## src/hdl/assert_macros.svh

```systemverilog
// ----------------------------------------------------------------------------
// Assertion macros
// Shared concurrent assertion forms used by the lexer RTL.
// ----------------------------------------------------------------------------
`ifndef ASSERT_MACROS_SVH
`define ASSERT_MACROS_SVH

// A condition that must hold at every clock edge outside reset.
`define ASSERT_ALWAYS(label, clk, rst, prop) \
   label: assert property (@(posedge clk) disable iff (rst) (prop)) \
      else $error("assertion failed: invariant violated");

// A consequence that must hold in the same cycle as its trigger.
`define ASSERT_IMPLIES(label, clk, rst, trig, cons) \
   label: assert property (@(posedge clk) disable iff (rst) (trig) |-> (cons)) \
      else $error("assertion failed: implication violated");

// A consequence that must hold in the cycle after its trigger.
`define ASSERT_NEXT(label, clk, rst, trig, cons) \
   label: assert property (@(posedge clk) disable iff (rst) (trig) |=> (cons)) \
      else $error("assertion failed: next-cycle implication violated");

`endif

```

## src/hdl/ctl_pkg.sv

```systemverilog
// ----------------------------------------------------------------------------
// ctl_pkg
// Types, codes, character constants and character classes of the lexer.
// ----------------------------------------------------------------------------
package ctl_pkg;

   localparam int LINE_BITS_DEFAULT   = 16;
   localparam int COLUMN_BITS_DEFAULT = 12;

   typedef enum logic [3:0] {
      M_IDLE      = 4'd0,
      M_IDENT     = 4'd1,
      M_NUMBER    = 4'd2,
      M_STR       = 4'd3,
      M_STR_ESC   = 4'd4,
      M_CHR       = 4'd5,
      M_CHR_ESC   = 4'd6,
      M_OP2       = 4'd7,
      M_LINE_CMT  = 4'd8,
      M_BLK_OPEN  = 4'd9,
      M_BLK       = 4'd10,
      M_BLK_STAR  = 4'd11
   } lex_mode_type;

   typedef enum logic [1:0] {
      R_SKIP    = 2'd0,
      R_COMMENT = 2'd1,
      R_START   = 2'd2,
      R_CONT    = 2'd3
   } role_type;

   typedef enum logic [1:0] {
      K_IDENT   = 2'd0,
      K_CONST   = 2'd1,
      K_SPECIAL = 2'd2
   } kind_type;

   localparam logic [7:0] CH_UPPER_A   = 8'd65;
   localparam logic [7:0] CH_UPPER_Z   = 8'd90;
   localparam logic [7:0] CH_LOWER_A   = 8'd97;
   localparam logic [7:0] CH_LOWER_Z   = 8'd122;
   localparam logic [7:0] CH_DIGIT_0   = 8'd48;
   localparam logic [7:0] CH_DIGIT_9   = 8'd57;
   localparam logic [7:0] CH_UNDER     = 8'h5F;
   localparam logic [7:0] CH_QUESTION  = 8'h3F;
   localparam logic [7:0] CH_COLON     = 8'h3A;
   localparam logic [7:0] CH_SEMI      = 8'h3B;
   localparam logic [7:0] CH_HASH      = 8'h23;
   localparam logic [7:0] CH_CARET     = 8'h5E;
   localparam logic [7:0] CH_DOT       = 8'h2E;
   localparam logic [7:0] CH_COMMA     = 8'h2C;
   localparam logic [7:0] CH_LPAREN    = 8'h28;
   localparam logic [7:0] CH_RPAREN    = 8'h29;
   localparam logic [7:0] CH_LBRACKET  = 8'h5B;
   localparam logic [7:0] CH_RBRACKET  = 8'h5D;
   localparam logic [7:0] CH_LBRACE    = 8'h7B;
   localparam logic [7:0] CH_RBRACE    = 8'h7D;
   localparam logic [7:0] CH_PLUS      = 8'h2B;
   localparam logic [7:0] CH_MINUS     = 8'h2D;
   localparam logic [7:0] CH_STAR      = 8'h2A;
   localparam logic [7:0] CH_SLASH     = 8'h2F;
   localparam logic [7:0] CH_LESS      = 8'h3C;
   localparam logic [7:0] CH_GREATER   = 8'h3E;
   localparam logic [7:0] CH_EQUAL     = 8'h3D;
   localparam logic [7:0] CH_PERCENT   = 8'h25;
   localparam logic [7:0] CH_AMP       = 8'h26;
   localparam logic [7:0] CH_BANG      = 8'h21;
   localparam logic [7:0] CH_PIPE      = 8'h7C;
   localparam logic [7:0] CH_DQUOTE    = 8'h22;
   localparam logic [7:0] CH_SQUOTE    = 8'h27;
   localparam logic [7:0] CH_BACKSLASH = 8'h5C;
   localparam logic [7:0] CH_NEWLINE   = 8'h0A;

   // Inputs to the byte classifier.
   typedef struct packed {
      logic [7:0]   char_byte;
      logic         has_next;
      logic [7:0]   next_byte;
      lex_mode_type mode;
   } class_in_type;

   // Label of the byte and the mode for the byte after it.
   typedef struct packed {
      role_type     role;
      kind_type     kind;
      lex_mode_type next_mode;
   } class_out_type;

   function automatic logic is_letter(input logic [7:0] c);
      return (c >= CH_UPPER_A && c <= CH_UPPER_Z) ||
             (c >= CH_LOWER_A && c <= CH_LOWER_Z) || c == CH_UNDER;
   endfunction

   function automatic logic is_digit(input logic [7:0] c);
      return c >= CH_DIGIT_0 && c <= CH_DIGIT_9;
   endfunction

   function automatic logic is_single_special(input logic [7:0] c);
      logic hit;
      case (c) inside
         CH_QUESTION, CH_COLON, CH_SEMI, CH_HASH, CH_CARET, CH_DOT, CH_COMMA,
         CH_LPAREN, CH_RPAREN, CH_LBRACKET, CH_RBRACKET, CH_LBRACE,
         CH_RBRACE: hit = 1'b1;
         default:   hit = 1'b0;
      endcase
      return hit;
   endfunction

   function automatic logic is_op_char(input logic [7:0] c);
      logic hit;
      case (c) inside
         CH_PLUS, CH_MINUS, CH_STAR, CH_SLASH, CH_LESS, CH_GREATER, CH_EQUAL,
         CH_PERCENT, CH_AMP, CH_BANG, CH_PIPE: hit = 1'b1;
         default:                              hit = 1'b0;
      endcase
      return hit;
   endfunction

   function automatic logic is_op_second(input logic [7:0] c);
      logic hit;
      case (c) inside
         CH_EQUAL, CH_AMP, CH_GREATER, CH_LESS, CH_PIPE, CH_PLUS,
         CH_MINUS: hit = 1'b1;
         default:  hit = 1'b0;
      endcase
      return hit;
   endfunction

endpackage

```

## src/hdl/ctl_if.sv

```systemverilog
// ----------------------------------------------------------------------------
// ctl_if
// Valid/ready channels carrying source bytes in and labeled bytes out.
// ----------------------------------------------------------------------------
interface ctl_req_if;
   logic       valid;
   logic       ready;
   logic [7:0] text_byte;
   logic       flush;

   modport source (output valid, output text_byte, output flush, input ready);
   modport sink   (input valid, input text_byte, input flush, output ready);
endinterface

interface ctl_rsp_if
   import ctl_pkg::*;
#(
   parameter int LINE_BITS   = LINE_BITS_DEFAULT,
   parameter int COLUMN_BITS = COLUMN_BITS_DEFAULT
);
   logic                   valid;
   logic                   ready;
   logic [7:0]             out_byte;
   logic [1:0]             role;
   logic [1:0]             token_kind;
   logic [LINE_BITS-1:0]   line_no;
   logic [COLUMN_BITS-1:0] column_no;

   modport source (output valid, output out_byte, output role, output token_kind,
                   output line_no, output column_no, input ready);
   modport sink   (input valid, input out_byte, input role, input token_kind,
                   input line_no, input column_no, output ready);
endinterface

```

## src/hdl/ctl_classify.sv

```systemverilog
// ----------------------------------------------------------------------------
// ctl_classify
// Labels one held byte from its lexer mode and a one-byte lookahead.
// ----------------------------------------------------------------------------
module ctl_classify
   import ctl_pkg::*;
(
   input  class_in_type  class_in,
   output class_out_type class_out
);

   logic [7:0]    c;
   logic [7:0]    nx;
   class_out_type start_res;

   assign c  = class_in.char_byte;
   assign nx = class_in.next_byte;

   // Classification of a byte seen between tokens.
   always_comb begin
      start_res = '{role: R_SKIP, kind: K_IDENT, next_mode: M_IDLE};
      if (is_single_special(c)) begin
         start_res.role = R_START;
         start_res.kind = K_SPECIAL;
      end else if (c == CH_SLASH && class_in.has_next && nx == CH_SLASH) begin
         start_res.role      = R_COMMENT;
         start_res.next_mode = M_LINE_CMT;
      end else if (c == CH_SLASH && class_in.has_next && nx == CH_STAR) begin
         start_res.role      = R_COMMENT;
         start_res.next_mode = M_BLK_OPEN;
      end else if (is_op_char(c)) begin
         start_res.role = R_START;
         start_res.kind = K_SPECIAL;
         if (class_in.has_next && is_op_second(nx)) begin
            start_res.next_mode = M_OP2;
         end
      end else if (is_letter(c)) begin
         start_res.role      = R_START;
         start_res.next_mode = M_IDENT;
      end else if (is_digit(c)) begin
         start_res.role      = R_START;
         start_res.kind      = K_CONST;
         start_res.next_mode = M_NUMBER;
      end else if (c == CH_DQUOTE) begin
         start_res.role      = R_START;
         start_res.kind      = K_CONST;
         start_res.next_mode = M_STR;
      end else if (c == CH_SQUOTE) begin
         start_res.role      = R_START;
         start_res.kind      = K_CONST;
         start_res.next_mode = M_CHR;
      end
   end

   always_comb begin
      class_out = start_res;
      unique case (class_in.mode)
         M_IDENT: begin
            if (is_letter(c) || is_digit(c)) begin
               class_out = '{role: R_CONT, kind: K_IDENT, next_mode: M_IDENT};
            end
         end
         M_NUMBER: begin
            if (is_digit(c) || c == CH_DOT) begin
               class_out = '{role: R_CONT, kind: K_CONST, next_mode: M_NUMBER};
            end
         end
         M_STR: begin
            class_out = '{role: R_CONT, kind: K_CONST, next_mode: M_STR};
            if (c == CH_BACKSLASH) begin
               class_out.next_mode = M_STR_ESC;
            end else if (c == CH_DQUOTE) begin
               class_out.next_mode = M_IDLE;
            end
         end
         M_CHR: begin
            class_out = '{role: R_CONT, kind: K_CONST, next_mode: M_CHR};
            if (c == CH_BACKSLASH) begin
               class_out.next_mode = M_CHR_ESC;
            end else if (c == CH_SQUOTE) begin
               class_out.next_mode = M_IDLE;
            end
         end
         M_STR_ESC: begin
            class_out = '{role: R_CONT, kind: K_CONST, next_mode: M_STR};
         end
         M_CHR_ESC: begin
            class_out = '{role: R_CONT, kind: K_CONST, next_mode: M_CHR};
         end
         M_OP2: begin
            class_out = '{role: R_CONT, kind: K_SPECIAL, next_mode: M_IDLE};
         end
         M_LINE_CMT: begin
            class_out = '{role: R_COMMENT, kind: K_IDENT, next_mode: M_LINE_CMT};
            if (c == CH_NEWLINE) begin
               class_out.next_mode = M_IDLE;
            end
         end
         M_BLK_OPEN: begin
            class_out = '{role: R_COMMENT, kind: K_IDENT, next_mode: M_BLK};
         end
         M_BLK: begin
            class_out = '{role: R_COMMENT, kind: K_IDENT, next_mode: M_BLK};
            if (c == CH_STAR) begin
               class_out.next_mode = M_BLK_STAR;
            end
         end
         M_BLK_STAR: begin
            class_out = '{role: R_COMMENT, kind: K_IDENT, next_mode: M_BLK};
            if (c == CH_SLASH) begin
               class_out.next_mode = M_IDLE;
            end else if (c == CH_STAR) begin
               class_out.next_mode = M_BLK_STAR;
            end
         end
         default: begin
            class_out = start_res;
         end
      endcase
   end

endmodule

```

## src/hdl/c_token_lexer_top.sv

```systemverilog
// ----------------------------------------------------------------------------
// c_token_lexer_top
// Labels a stream of C source bytes with role, token kind, line and column.
// ----------------------------------------------------------------------------
// Labeling: a byte is labeled when the following item is accepted; its result
//   is loaded into the output register on that acceptance.
// Throughput: one item per cycle while the output register is empty or taken,
//   set by the combinational classifier between the held-byte and output registers.
// Reset: synchronous and active high; the held byte is dropped, the mode
//   returns to idle and line and column return to one. No clearing pass.
`include "assert_macros.svh"

module c_token_lexer_top
   import ctl_pkg::*;
#(
   parameter int LINE_BITS   = LINE_BITS_DEFAULT,
   parameter int COLUMN_BITS = COLUMN_BITS_DEFAULT
) (
   input logic        clock,
   input logic        reset,
   ctl_req_if.sink    req_chan,
   ctl_rsp_if.source  rsp_chan
);

   localparam logic [LINE_BITS-1:0]   LINE_ONE = LINE_BITS'(1);
   localparam logic [COLUMN_BITS-1:0] COL_ONE  = COLUMN_BITS'(1);

   // The held byte is the one that waits for its lookahead. Its position was
   // captured when it arrived; the current position belongs to the next byte.
   logic                   held_valid_ff, held_valid_in;
   logic [7:0]             held_char_ff, held_char_in;
   logic [LINE_BITS-1:0]   held_line_ff, held_line_in;
   logic [COLUMN_BITS-1:0] held_col_ff, held_col_in;
   logic [LINE_BITS-1:0]   cur_line_ff, cur_line_in;
   logic [COLUMN_BITS-1:0] cur_col_ff, cur_col_in;
   lex_mode_type           mode_ff, mode_in;

   // Output register. It is loaded while it is empty or while its current
   // item is being taken, so the input side never waits on an idle slot.
   logic                   rsp_valid_ff, rsp_valid_in;
   logic [7:0]             rsp_byte_ff, rsp_byte_in;
   role_type               rsp_role_ff, rsp_role_in;
   kind_type               rsp_kind_ff, rsp_kind_in;
   logic [LINE_BITS-1:0]   rsp_line_ff, rsp_line_in;
   logic [COLUMN_BITS-1:0] rsp_col_ff, rsp_col_in;

   logic          req_accept;
   class_in_type  class_in;
   class_out_type class_out;

   assign req_chan.ready = !rsp_valid_ff || rsp_chan.ready;
   assign req_accept     = req_chan.valid && req_chan.ready;

   // The newly arriving byte is the lookahead for the held one. A flush item
   // carries no lookahead, so no comment opens and no operator pairs.
   assign class_in = '{char_byte: held_char_ff,
                       has_next:  !req_chan.flush,
                       next_byte: req_chan.text_byte,
                       mode:      mode_ff};

   ctl_classify u_classify (
      .class_in  (class_in),
      .class_out (class_out)
   );

   always_comb begin
      held_valid_in = held_valid_ff;
      held_char_in  = held_char_ff;
      held_line_in  = held_line_ff;
      held_col_in   = held_col_ff;
      cur_line_in   = cur_line_ff;
      cur_col_in    = cur_col_ff;
      mode_in       = mode_ff;

      rsp_valid_in  = rsp_valid_ff && !rsp_chan.ready;
      rsp_byte_in   = rsp_byte_ff;
      rsp_role_in   = rsp_role_ff;
      rsp_kind_in   = rsp_kind_ff;
      rsp_line_in   = rsp_line_ff;
      rsp_col_in    = rsp_col_ff;

      if (req_accept) begin
         if (held_valid_ff) begin
            rsp_valid_in = 1'b1;
            rsp_byte_in  = held_char_ff;
            rsp_role_in  = class_out.role;
            rsp_kind_in  = class_out.kind;
            rsp_line_in  = held_line_ff;
            rsp_col_in   = held_col_ff;
            mode_in      = class_out.next_mode;
         end

         if (req_chan.flush) begin
            // End of input: whatever construct is open is dropped.
            held_valid_in = 1'b0;
            held_char_in  = 8'd0;
            held_line_in  = LINE_ONE;
            held_col_in   = COL_ONE;
            cur_line_in   = LINE_ONE;
            cur_col_in    = COL_ONE;
            mode_in       = M_IDLE;
         end else begin
            held_valid_in = 1'b1;
            held_char_in  = req_chan.text_byte;
            held_line_in  = cur_line_ff;
            held_col_in   = cur_col_ff;
            // A newline sits on its own line; the byte after it opens the next
            // line at column one. Both counters stop at all ones.
            if (req_chan.text_byte == CH_NEWLINE) begin
               if (cur_line_ff != '1) begin
                  cur_line_in = cur_line_ff + LINE_ONE;
               end
               cur_col_in = COL_ONE;
            end else if (cur_col_ff != '1) begin
               cur_col_in = cur_col_ff + COL_ONE;
            end
         end
      end
   end

   always_ff @(posedge clock) begin
      if (reset) begin
         held_valid_ff <= 1'b0;
         held_char_ff  <= 8'd0;
         held_line_ff  <= LINE_ONE;
         held_col_ff   <= COL_ONE;
         cur_line_ff   <= LINE_ONE;
         cur_col_ff    <= COL_ONE;
         mode_ff       <= M_IDLE;
         rsp_valid_ff  <= 1'b0;
      end else begin
         held_valid_ff <= held_valid_in;
         held_char_ff  <= held_char_in;
         held_line_ff  <= held_line_in;
         held_col_ff   <= held_col_in;
         cur_line_ff   <= cur_line_in;
         cur_col_ff    <= cur_col_in;
         mode_ff       <= mode_in;
         rsp_valid_ff  <= rsp_valid_in;
      end
   end

   // Result payload needs no reset; it is qualified by rsp_valid_ff.
   always_ff @(posedge clock) begin
      rsp_byte_ff <= rsp_byte_in;
      rsp_role_ff <= rsp_role_in;
      rsp_kind_ff <= rsp_kind_in;
      rsp_line_ff <= rsp_line_in;
      rsp_col_ff  <= rsp_col_in;
   end

   assign rsp_chan.valid      = rsp_valid_ff;
   assign rsp_chan.out_byte   = rsp_byte_ff;
   assign rsp_chan.role       = rsp_role_ff;
   assign rsp_chan.token_kind = rsp_kind_ff;
   assign rsp_chan.line_no    = rsp_line_ff;
   assign rsp_chan.column_no  = rsp_col_ff;

   // With no byte held the lexer must be between tokens.
   `ASSERT_IMPLIES(a_idle_when_empty, clock, reset, !held_valid_ff, mode_ff == M_IDLE)
   // A flush leaves nothing held.
   `ASSERT_NEXT(a_flush_clears, clock, reset, req_accept && req_chan.flush, !held_valid_ff)
   // Labeling a held byte always yields a result in the output register.
   `ASSERT_NEXT(a_result_loaded, clock, reset, req_accept && held_valid_ff, rsp_valid_ff)
   // Skipped and comment bytes carry no token kind.
   `ASSERT_IMPLIES(a_kind_zero, clock, reset,
      rsp_valid_ff && (rsp_role_ff == R_SKIP || rsp_role_ff == R_COMMENT),
      rsp_kind_ff == K_IDENT)
   // Positions count from one and never wrap to zero.
   `ASSERT_ALWAYS(a_pos_nonzero, clock, reset, cur_line_ff != '0 && cur_col_ff != '0)

endmodule

```

## src/flat_wrapper.sv

```systemverilog
// flat-port wrapper written by rule: the top's interface ports become plain ports
module c_token_lexer_top_flat import ctl_pkg::*;
#(
   parameter int LINE_BITS   = LINE_BITS_DEFAULT,
   parameter int COLUMN_BITS = COLUMN_BITS_DEFAULT
)
  (clock, reset, req_chan_valid, req_chan_text_byte, req_chan_flush, req_chan_ready, rsp_chan_valid, rsp_chan_out_byte, rsp_chan_role, rsp_chan_token_kind, rsp_chan_line_no, rsp_chan_column_no, rsp_chan_ready);
  ctl_req_if req_chan_i ();
  ctl_rsp_if #(.LINE_BITS(LINE_BITS), .COLUMN_BITS(COLUMN_BITS)) rsp_chan_i ();
  input logic clock;
  input logic reset;
  input wire logic [$bits(req_chan_i.valid)-1:0] req_chan_valid;
  input wire logic [$bits(req_chan_i.text_byte)-1:0] req_chan_text_byte;
  input wire logic [$bits(req_chan_i.flush)-1:0] req_chan_flush;
  output wire logic [$bits(req_chan_i.ready)-1:0] req_chan_ready;
  output wire logic [$bits(rsp_chan_i.valid)-1:0] rsp_chan_valid;
  output wire logic [$bits(rsp_chan_i.out_byte)-1:0] rsp_chan_out_byte;
  output wire logic [$bits(rsp_chan_i.role)-1:0] rsp_chan_role;
  output wire logic [$bits(rsp_chan_i.token_kind)-1:0] rsp_chan_token_kind;
  output wire logic [$bits(rsp_chan_i.line_no)-1:0] rsp_chan_line_no;
  output wire logic [$bits(rsp_chan_i.column_no)-1:0] rsp_chan_column_no;
  input wire logic [$bits(rsp_chan_i.ready)-1:0] rsp_chan_ready;
  assign req_chan_i.valid = req_chan_valid;
  assign req_chan_i.text_byte = req_chan_text_byte;
  assign req_chan_i.flush = req_chan_flush;
  assign req_chan_ready = req_chan_i.ready;
  assign rsp_chan_valid = rsp_chan_i.valid;
  assign rsp_chan_out_byte = rsp_chan_i.out_byte;
  assign rsp_chan_role = rsp_chan_i.role;
  assign rsp_chan_token_kind = rsp_chan_i.token_kind;
  assign rsp_chan_line_no = rsp_chan_i.line_no;
  assign rsp_chan_column_no = rsp_chan_i.column_no;
  assign rsp_chan_i.ready = rsp_chan_ready;
  c_token_lexer_top #(.LINE_BITS(LINE_BITS), .COLUMN_BITS(COLUMN_BITS)) u_core (.clock(clock), .reset(reset), .req_chan(req_chan_i), .rsp_chan(rsp_chan_i));
endmodule
```

## config.mk

```make
export PLATFORM = sky130hd
export DESIGN_NAME = c_token_lexer_top_flat
export DESIGN_NICKNAME = d
export VERILOG_FILES = /design/src/hdl/ctl_pkg.sv /design/src/hdl/ctl_if.sv /design/src/hdl/ctl_classify.sv /design/src/hdl/c_token_lexer_top.sv /design/src/flat_wrapper.sv
export VERILOG_INCLUDE_DIRS = /design/src /design/src/hdl
export SDC_FILE = /design/constraint.sdc
export NUM_CORES = 1
export LEC_CHECK = 0
export ABC_AREA = 1
export BUFFER_PORTS_ARGS = -buffer_cell sky130_fd_sc_hd__buf_4
export CELL_PAD_IN_SITES_DETAIL_PLACEMENT = 0
export CELL_PAD_IN_SITES_GLOBAL_PLACEMENT = 1
export CORE_UTILIZATION = 47
export DETAILED_ROUTE_END_ITERATION = 10
export GPL_TIMING_DRIVEN = 1
export PLACE_DENSITY_LB_ADDON = 0.1
export SYNTH_ARGS = -nofsm -noshare
export SYNTH_HDL_FRONTEND = slang
export SYNTH_SLANG_ARGS = --single-unit
```

## constraint.sdc

```tcl
create_clock -name clock -period 7.95 [get_ports clock]
set_clock_uncertainty 0.1 [all_clocks]
set_input_delay 0.795 -clock clock [delete_from_list [all_inputs] [get_ports clock]]
set_output_delay 0.795 -clock clock [all_outputs]
set_load 0.01 [all_outputs]
```

Word-level counts from Yosys, hierarchy flattened

Index checks and enable logic that the tools add are counted.

$add $sub $neg: 2
Multipliers: 0
Div/mod/pow operators: 0
Magnitude comparators: 6
Equal/unequal tests: 52
Shift operators: 0
Muxes and demuxes: 50
Bitwise logic cells: 0
Reductions and logical operators: 28

Operators with widths:

| operator              | number |
|---|---|
| $eq 8x6->1 const B    | 28 |
| $pmux 8 s11           | 1 |
| $eq 8x7->1 const B    | 9 |
| $mux 16               | 4 |
| $mux 8                | 7 |
| $mux 12               | 4 |
| $mux 4                | 9 |
| $add 16x1->16 const B | 1 |
| $eq 4x3->1 const B    | 4 |
| $eq 4x4->1 const B    | 4 |
| $eq 8x4->1 const B    | 2 |
| $ge 8x7->1 const B    | 2 |
| $le 8x7->1 const B    | 2 |
| $ne 16x16->1 const B  | 1 |
| $mux 1                | 14 |
| $mux 2                | 7 |
| $reduce_or 13->1      | 1 |
| $add 12x1->12 const B | 1 |
| $mux 3                | 4 |
| $ne 12x12->1 const B  | 1 |
| $reduce_or 11->1      | 1 |
| $logic_and 1x1->1     | 9 |
| $eq 4x2->1 const B    | 2 |
| $ge 8x6->1 const B    | 1 |
| 9 further kinds       | 19 |

Bits in registers: 110
Latch bits: 0
RAM bits: 0
Bits in read-only memories: 0
Input port bits: 13
Output and inout bits: 42
Logic and storage cells: 151
Memories: 0

Longest topological paths before layout

Gate-level depths: netlist (run 1).

Word-level depth: 20
Depth in mapped cells: 15
Depth with buffers taken out: 14

Hierarchy

Synthesis (run 1) repeated with hierarchy kept, for this count alone.

Cell total of the unflattened synthesis: 748
Area total of the unflattened synthesis: 5,495.3 sq um

Modules (own cells, without submodules):

| module            | instances | cells an instance | area each (sq um) | seq. area each (sq um) |
|---|---|---|---|---|
| c_token_lexer_top | 1         | 549               | 4,590.7           | 2,602.5 |
| ctl_classify      | 1         | 199               | 904.6             | 0.0 |

Worst setup path after synthesis (run 1)

No wires, ideal clock.

Path kind: input to register
Start point: input rsp_chan_ready
End point: register u_core.rsp_col_ff[0] (netlist: u_core.rsp_chan.column_no[0]) (enable)
Setup time: 438 ps
Data arrival time: 3,166 ps
Required time: 7,412 ps
Setup slack: 4,247 ps
Stages: 6
Buffers on the path: 2
Cells stage by stage: inv_1 nand2_1 nand2_1 clkbuf_1 clkbuf_1 nor2_1

Word-level cells in the longest chain between the ends: 3

RTL lines:

| item                       | RTL line                 | source |
|---|---|---|
| from (decl)                | flat_wrapper.sv:22       | `input wire logic [$bits(rsp_chan_i.ready)-1:0] rsp_chan_ready;` |
| $logic_or 1x1->1           | c_token_lexer_top.sv:51  | `assign req_chan.ready = !rsp_valid_ff \|\| rsp_chan.ready;` |
| named net req_chan_ready   | flat_wrapper.sv:15       | `output wire logic [$bits(req_chan_i.ready)-1:0] req_chan_ready;` |
| $logic_and 1x1->1          | c_token_lexer_top.sv:52  | `assign req_accept = req_chan.valid && req_chan.ready;` |
| $reduce_and 2->1 (no line) | n/a                      |  |
| to (signal assigned)       | c_token_lexer_top.sv:149 | `rsp_col_ff <= rsp_col_in;` |
| to (decl)                  | c_token_lexer_top.sv:45  | `logic [COLUMN_BITS-1:0] rsp_col_ff, rsp_col_in;` |

The timed path passes the listed nets, and every way through them passes these cells.
A chain may end at the register's enable or synchronous reset.

Final worst setup path (run 1)

Start point: input rsp_chan_ready
End point: register u_core.rsp_col_ff[3] (netlist: u_core.rsp_chan.column_no[3]) (enable)

Word-level cells in the longest chain between the ends: 3

RTL lines:

| item                       | RTL line |
|---|---|
| $logic_or 1x1->1           | c_token_lexer_top.sv:51 |
| $logic_and 1x1->1          | c_token_lexer_top.sv:52 |
| $reduce_and 2->1 (no line) | n/a |

Every way passes these cells.

==> results of run 1 <==
## kinds of logic (layout without fill, tap and decap cells)
| family | after synthesis | count (layout) |
|---|---|---|
| flops | 110 | 110 |
| buf+inv | 84 | 140 |
| simple gates | 330 | 330 |
| fa+ha+maj | 6 | 6 |
| compound gates | 110 | 110 |
| xor+xnor | 6 | 6 |
## layout make-up
class,instances,area share [%]
timing repair buffer,57,7.09
tap,140,2.90
clock buffer,9,2.05
inverter,67,4.37
sequential,110,43.1
multi-input combinational,452,38.6
clock inverter,7,1.89
## state kept, by name, indices dropped and copies added, names as in the netlist, 2 cells and up
register / flops
u_core.cur_line_ff: 16
u_core.rsp_chan.token_kind: 2
u_core.held_char_ff: 8
u_core.rsp_chan.role: 2
u_core.rsp_chan.line_no: 16
u_core.cur_col_ff: 12
u_core.held_col_ff: 12
u_core.rsp_chan.column_no: 12
u_core.rsp_chan.out_byte: 8
u_core.mode_ff: 4
u_core.held_line_ff: 16
## worst max-delay path, delay by kind of cell
| family | cells | cell delay (ns) |
|---|---|---|
| buf+inv | 4 | 0.80 |
| simple gates | 3 | 0.70 |
## where the power goes
group          internal, mW  switching, mW  leakage (nW)
clock                 0.185          0.206         0.119
combinational        0.0259         0.0528          1.32
sequential            0.593        0.00896         0.941
## through the flow
| step | power, mW | setup slack, ns | hold WS, ns | utilization (%) |
|---|---|---|---|---|
| floorplan | 0.664 | 4.25 | 0.303 | - |
| global placement | 0.693 | 5.19 | 0.313 | 53.3 |
| detailed placement | 0.695 | 5.15 | 0.314 | 53.3 |
| CTS | 1.08 | 5.55 | 0.342 | 55.5 |
| global route | 1.11 | 5.45 | 0.352 | 55.5 |
| finish | 1.07 | 5.60 | 0.341 | 55.5 |
## synth_stat cells, types with 3 or more instances
cell	count
clkbuf_1	9
nor4_1	4
dfxtp_1	70
nor3_1	11
nor2_1	61
nand3_2	3
nor2_2	6
a21oi_2	7
o21ai_1	6
inv_2	10
nand3_1	25
o21ai_0	21
nand2_1	171
nand4_1	19
nor2_4	3
nand2_2	13
nand2_4	4
xor2_1	4
ha_1	6
o2111ai_1	3
a21oi_1	59
buf_1	3
edfxtp_1	40
inv_1	54
## final timing paths
| kind | startpoint | end | cells after the start |
|---|---|---|---|
| worst max-delay path | rsp_chan_ready | u_core.rsp_chan.column_no[3]$_DFFE_PP_ | 7 |
| worst min-delay path | u_core.held_line_ff[6]$_SDFFE_PP0P_ | u_core.rsp_chan.line_no[6]$_DFFE_PP_ | 0 |
| worst max register to register | u_core.rsp_chan.valid$_SDFF_PP0_ | u_core.rsp_chan.column_no[3]$_DFFE_PP_ | 5 |
| worst min register to register | u_core.held_line_ff[6]$_SDFFE_PP0P_ | u_core.rsp_chan.line_no[6]$_DFFE_PP_ | 0 |
## metal layers
| metal | track usage, % | wire length [um] |
|---|---|---|
| met4 | 7.05 | 212 |
| met3 | 4.34 | 403 |
| met5 | 0 | 0 |
| met1 | 29.2 | 5940 |
| met2 | 35.1 | 5360 |
==> results.md, run 1 <==
- Most common cell after layout, fill and taps aside: nand2_1
- Synth Flop Type: dfxtp_1
- Core Box Area: ~11000 um^2
- Storage element area: about 2600 um^2
- Remaining Overflow, GRT: 0
- Routed via count: between 4k and 5k
- XOR/XNOR share of the synthesized area: 0.995%
- Final period util: between 20% and 30%
- Initial core utilization: between 40% and 50%
- Static Leak: ~2.4 nW
- Synth unique cells: between 50 and 60
- Worst EP required: about 7.9 ns
- WL final: 11.9 mm
- Actual slew at the worst max-slew pin: about 0.61 ns
- Setup TNS: 0 ns
- Die width: around 110 um
- Final min period: between 2 and 2.5 ns
- Post-synth EDFFs: 40
- Violation count after the first detailed-route iteration: 172
- Mapped Cells: between 600 and 700
- Flop-to-flop setup slack: between 5 and 6 ns
- DP Wirelength: roughly 8.5 mm
- Die area: 11700 um^2
- Most frequent cells in the layout: nand2_1 (171), dfxtp_1 (70), nor2_1 (59), a21oi_1 (59), buf_4 (57)
- Net count after synthesis: ~670
- Largest net degree at the start of global routing: 49
- CP max-delay cell: nor2_4
- Drt drc: 0
- Largest area contributor in the netlist: dfxtp_1
- Final GP Congestion: slightly above 0.9
- Design area: 6040 um^2
- Port Buf Inserts: 54
- CTS tree: yes
- Share of cells above drive strength 1: between 10% and 20%
- Cell Area, Synth: 5280 um^2
- # fillers: a little over 1k
- Synth Area in Adders: under 10%
- Run status: finished clean
- Maximum vdd drop: between 0.1 and 0.15 mV
- Compound-cell area share of the yosys netlist: between 10% and 20%
- Syn_area_per_cell: just over 8 um^2
- Finished Layout Cells: 842
- Placed standard-cell area: approximately 5800 um^2
- Worst EP arrival: ~2.3 ns
- Worst path cell trace: buf_4 -> inv_1 -> nand2_1 -> nand2_1 -> buf_4 -> nor2_4 -> buf_4
- Post-Synth Simple-Gate Area: 29.4%
- RSZ-0062 raised after global routing: false
- Synth area leaders: dfxtp_1 (27%), edfxtp_1 (23%), nand2_1 (12%), a21oi_1 (5.6%), nor2_1 (4.3%)
- Sink Count: 110
- Slowest stage delay, CP: ~0.53 ns
- Initial antenna violation count: 0
- CP Max Fanout: 40
- Critical path type: input port to register
- Main combinational cell family by area after synthesis: simple AND/OR/NAND/NOR gates
- CTS Buf Count: 9
- Synthesis-to-finish area growth: 14.4%
- Nets: just over 700
- Vias in the first global route: between 4k and 5k
- CTS max path bufs: 2
- PD cells: around 180 nW/um^2
- Number of hold buffers added after CTS: 0
- Slew Limit Fails: 0
- Max_cap viols: 0
- Final Hold Fails: 0
- Multi-input gate area: between 2000 and 2500 um^2
- Critical Path Sink Type: register
- Detail Route Antenna Nets: 0
- Placed Cells: around 830
- Reg clk slew, reported paths: between 0.1 and 0.15 ns
- Top cell type's share of synthesized area: 26.5%
- First-pass GRT wire length: slightly below 20 mm
- Yosys warnings: 0
- Number of synthesized register bits: 110
- Die height: ~110 um
- Worst-Skew Late Latency: ~0.38 ns
- Setup violators final: 0
- Worst path most repeated cell: buf_4
- Post-synthesis sequential area ratio: around 49%
- Tightest Hold Check Type: register to register
- Post-CTS sizing: 0
- WL/cell: between 10 and 15 um
- Via/cell ratio: 5.12
- Max_slew headroom: 59.6%
- CTS H-tree depth: 3
- Asr flop ratio synth: 0%
- Startpoint Class: input port
- Mux contribution to synthesized area: 0%
- # diodes: 0
- GRT Util Overall: a little over a fifth
- IO Pins: 55
- Root Driver: clkbuf_8
- Cell row count: 38
- Peak Freq: ~430 MHz
- Setup bufs post-CTS: 0
- Drt pass-1 iters: 6
(Power assumes the default switching activity.)
==> inputs of run 2 (changes only) <==
Settings changed: CORE_UTILIZATION 47 to 44.
Clock period 7.95 ns to 2.3 ns, I/O delays scaled along.
==> run 2 against run 1 <==
  * The run now ends with design-rule violations left
  * Die area rose by 6.7%
  * Routed wire length up 4.6%
  * Cell count is 0.71% higher
  * Critical path type is now register to register
  * Largest power group unchanged
  * Highest routed layer unchanged
==> results.md, run 2 (synthesis gave the netlist of run 1 again) <==
- Max_slew headroom: 67.8%
- Static Leak: 2.42 nW
- Max_cap viols: 0
- CTS H-tree depth: 3
- Root Driver: clkbuf_16
- Run status: finished with violations
- Setup TNS: 0 ns
- Share of cells above drive strength 1: between 10% and 20%
- Synthesis-to-finish area growth: 16.4%
- Final period util: between 80% and 90%
- Violation count after the first detailed-route iteration: slightly above 300
- WL/cell: 14.7 um
- Setup bufs post-CTS: 0
- Remaining Overflow, GRT: 0
- Largest net degree at the start of global routing: 33
- First-pass GRT wire length: around 21 mm
- Multi-input gate area: 2330 um^2
- # fillers: 1120
- Critical Path Sink Type: register
- Via/cell ratio: between 5 and 6
- CTS tree: yes
- RSZ-0062 raised after global routing: false
- CTS max path bufs: 2
- Worst slack, placed: approximately 0.24 ns
- Critical path type: register to register
- Min Hold Slack: 0.0407 ns
- Flop-to-flop setup slack: around 0.30 ns
- Drt drc: 9
- CP max-delay cell: dfxtp_1
- Worst-Skew Late Latency: 0.36 ns
- Tightest Hold Check Type: input port to register
- Core Box Area: between 10000 and 15000 um^2
- CP Max Fanout: 18
- Setup ws final: roughly 0.30 ns
- Worst path cell trace: ha_1 -> nand2_1 -> nor3_4 -> nand3_4 -> nand2_8 -> inv_6 -> nand2_4 -> o21ai_1 -> nand2_1 -> nor2_2
- Die area: around 12000 um^2
- Port Buf Inserts: 54
- Die width: between 100 and 150 um
- Initial core utilization: approximately 46%
- Drt pass-1 iters: 8
- Worst EP arrival: ~2.2 ns
- CTS Buf Count: 9
- Cell row count: 39
- Final Hold Fails: 0
- Placed standard-cell area: between 5000 and 6000 um^2
- GRT Util Overall: a little over a fifth
- Slowest stage delay, CP: roughly 0.45 ns
- Storage element area: ~2600 um^2
- Sink Count: 110
- Design area: just over 6000 um^2
- Worst EP required: ~2.5 ns
- IO Pins: 55
- Die height: 112 um
- Actual slew at the worst max-slew pin: roughly 0.48 ns
- Initial antenna violation count: 0
- Final min period: around 2 ns
- Routed via count: roughly 4.4k
- Detail Route Antenna Nets: 0
- Worst path most repeated cell: nand2_1
- Most frequent cells in the layout: nand2_1 (171), dfxtp_1 (69), buf_4 (60), nor2_1 (59), a21oi_1 (59)
- Most common cell after layout, fill and taps aside: nand2_1
- PD cells: 650 nW/um^2
- Peak Freq: 501 MHz
- # diodes: 0
- DP Wirelength: a little over 9 mm
- Nets: around 720
- Maximum vdd drop: 0.498 mV
- Finished Layout Cells: 848
- Setup violators final: 0
- Failing checks: design-rule violations
- Reg clk slew, reported paths: 0.08 ns
- Slew Limit Fails: 0
- Vias in the first global route: between 4k and 5k
- WL final: around 12 mm
- Placed Cells: between 800 and 900
- Startpoint Class: register
- Final GP Congestion: between 0.8 and 0.9
[run 2: cell types whose count changed in the layout (fill, tap and decap cells not counted)]
cell,before,now
clkbuf_16,0,9
clkbuf_8,9,0
buf_4,57,60
clkinvlp_4,0,2
bufinv_16,2,1
clkinv_4,3,2
dfxtp_1,70,69
dfxtp_2,0,1
inv_6,2,1
inv_8,1,2
[run 2: metal layers]
| layer | up-vias | global-route usage [%] | share of wire [%] |
|---|---|---|---|
| met4 | 0 | 8.11 | 1.5 |
| met3 | 13 | 4.74 | 4.3 |
| li1 | 2259 | - | - |
| met5 | - | 0 | 0 |
| met2 | 92 | 33.4 | 44 |
| met1 | 2020 | 29.1 | 50 |
[run 2: per-stage QoR]
stage          util, %  power, mW
2_1_floorplan        -       2.29
6_report          53.1       4.00
3_3_place_gp      50.4       2.41
5_1_grt           53.1       4.14
3_5_place_dp      50.4       2.41
4_1_cts           53.1       4.06
[run 2: worst max-delay path, delay by kind of cell (launching register included)]
| kind | cells | cell delay (ns) |
|---|---|---|
| flops | 1 | 0.45 |
| fa+ha+maj | 1 | 0.23 |
| compound gates | 1 | 0.06 |
| buf+inv | 1 | 0.06 |
| simple gates | 7 | 0.99 |
[run 2: worst paths after layout]
check | from | end | cells past startpoint
max | u_core.cur_line_ff[0]$_SDFFE_PP1P_ | u_core.cur_line_ff[10]$_SDFFE_PP0P_ | 10
min | req_chan_text_byte[2] | u_core.held_char_ff[2]$_SDFFE_PP0P_ | 3
max reg2reg | u_core.cur_line_ff[0]$_SDFFE_PP1P_ | u_core.cur_line_ff[10]$_SDFFE_PP0P_ | 10
min reg2reg | u_core.held_col_ff[10]$_SDFFE_PP0P_ | u_core.rsp_chan.column_no[10]$_DFFE_PP_ | 0
[run 2: final cells by class]
class                   count  area share (%)
multi-input cells         452            37.9
clock buffers               9            3.66
inverters                  67            4.30
well taps                 143            2.91
clock inverters             7            1.51
flip-flops and latches    110            42.4
repair buffers             60            7.33
[run 2: where the power goes]
group	internal [mW]	switching [mW]	leakage, nW
Clock	0.871	0.768	0.148
Combinational	0.0934	0.185	1.33
Sequential	2.05	0.0309	0.941
Total	3.01	0.984	2.42
[run 2: repair_timing]
item | in CTS | in global routing
endpoints found under the setup margin | 0 | 1
hold buffers | 0 | 0
gates resized for setup | 0 | 1
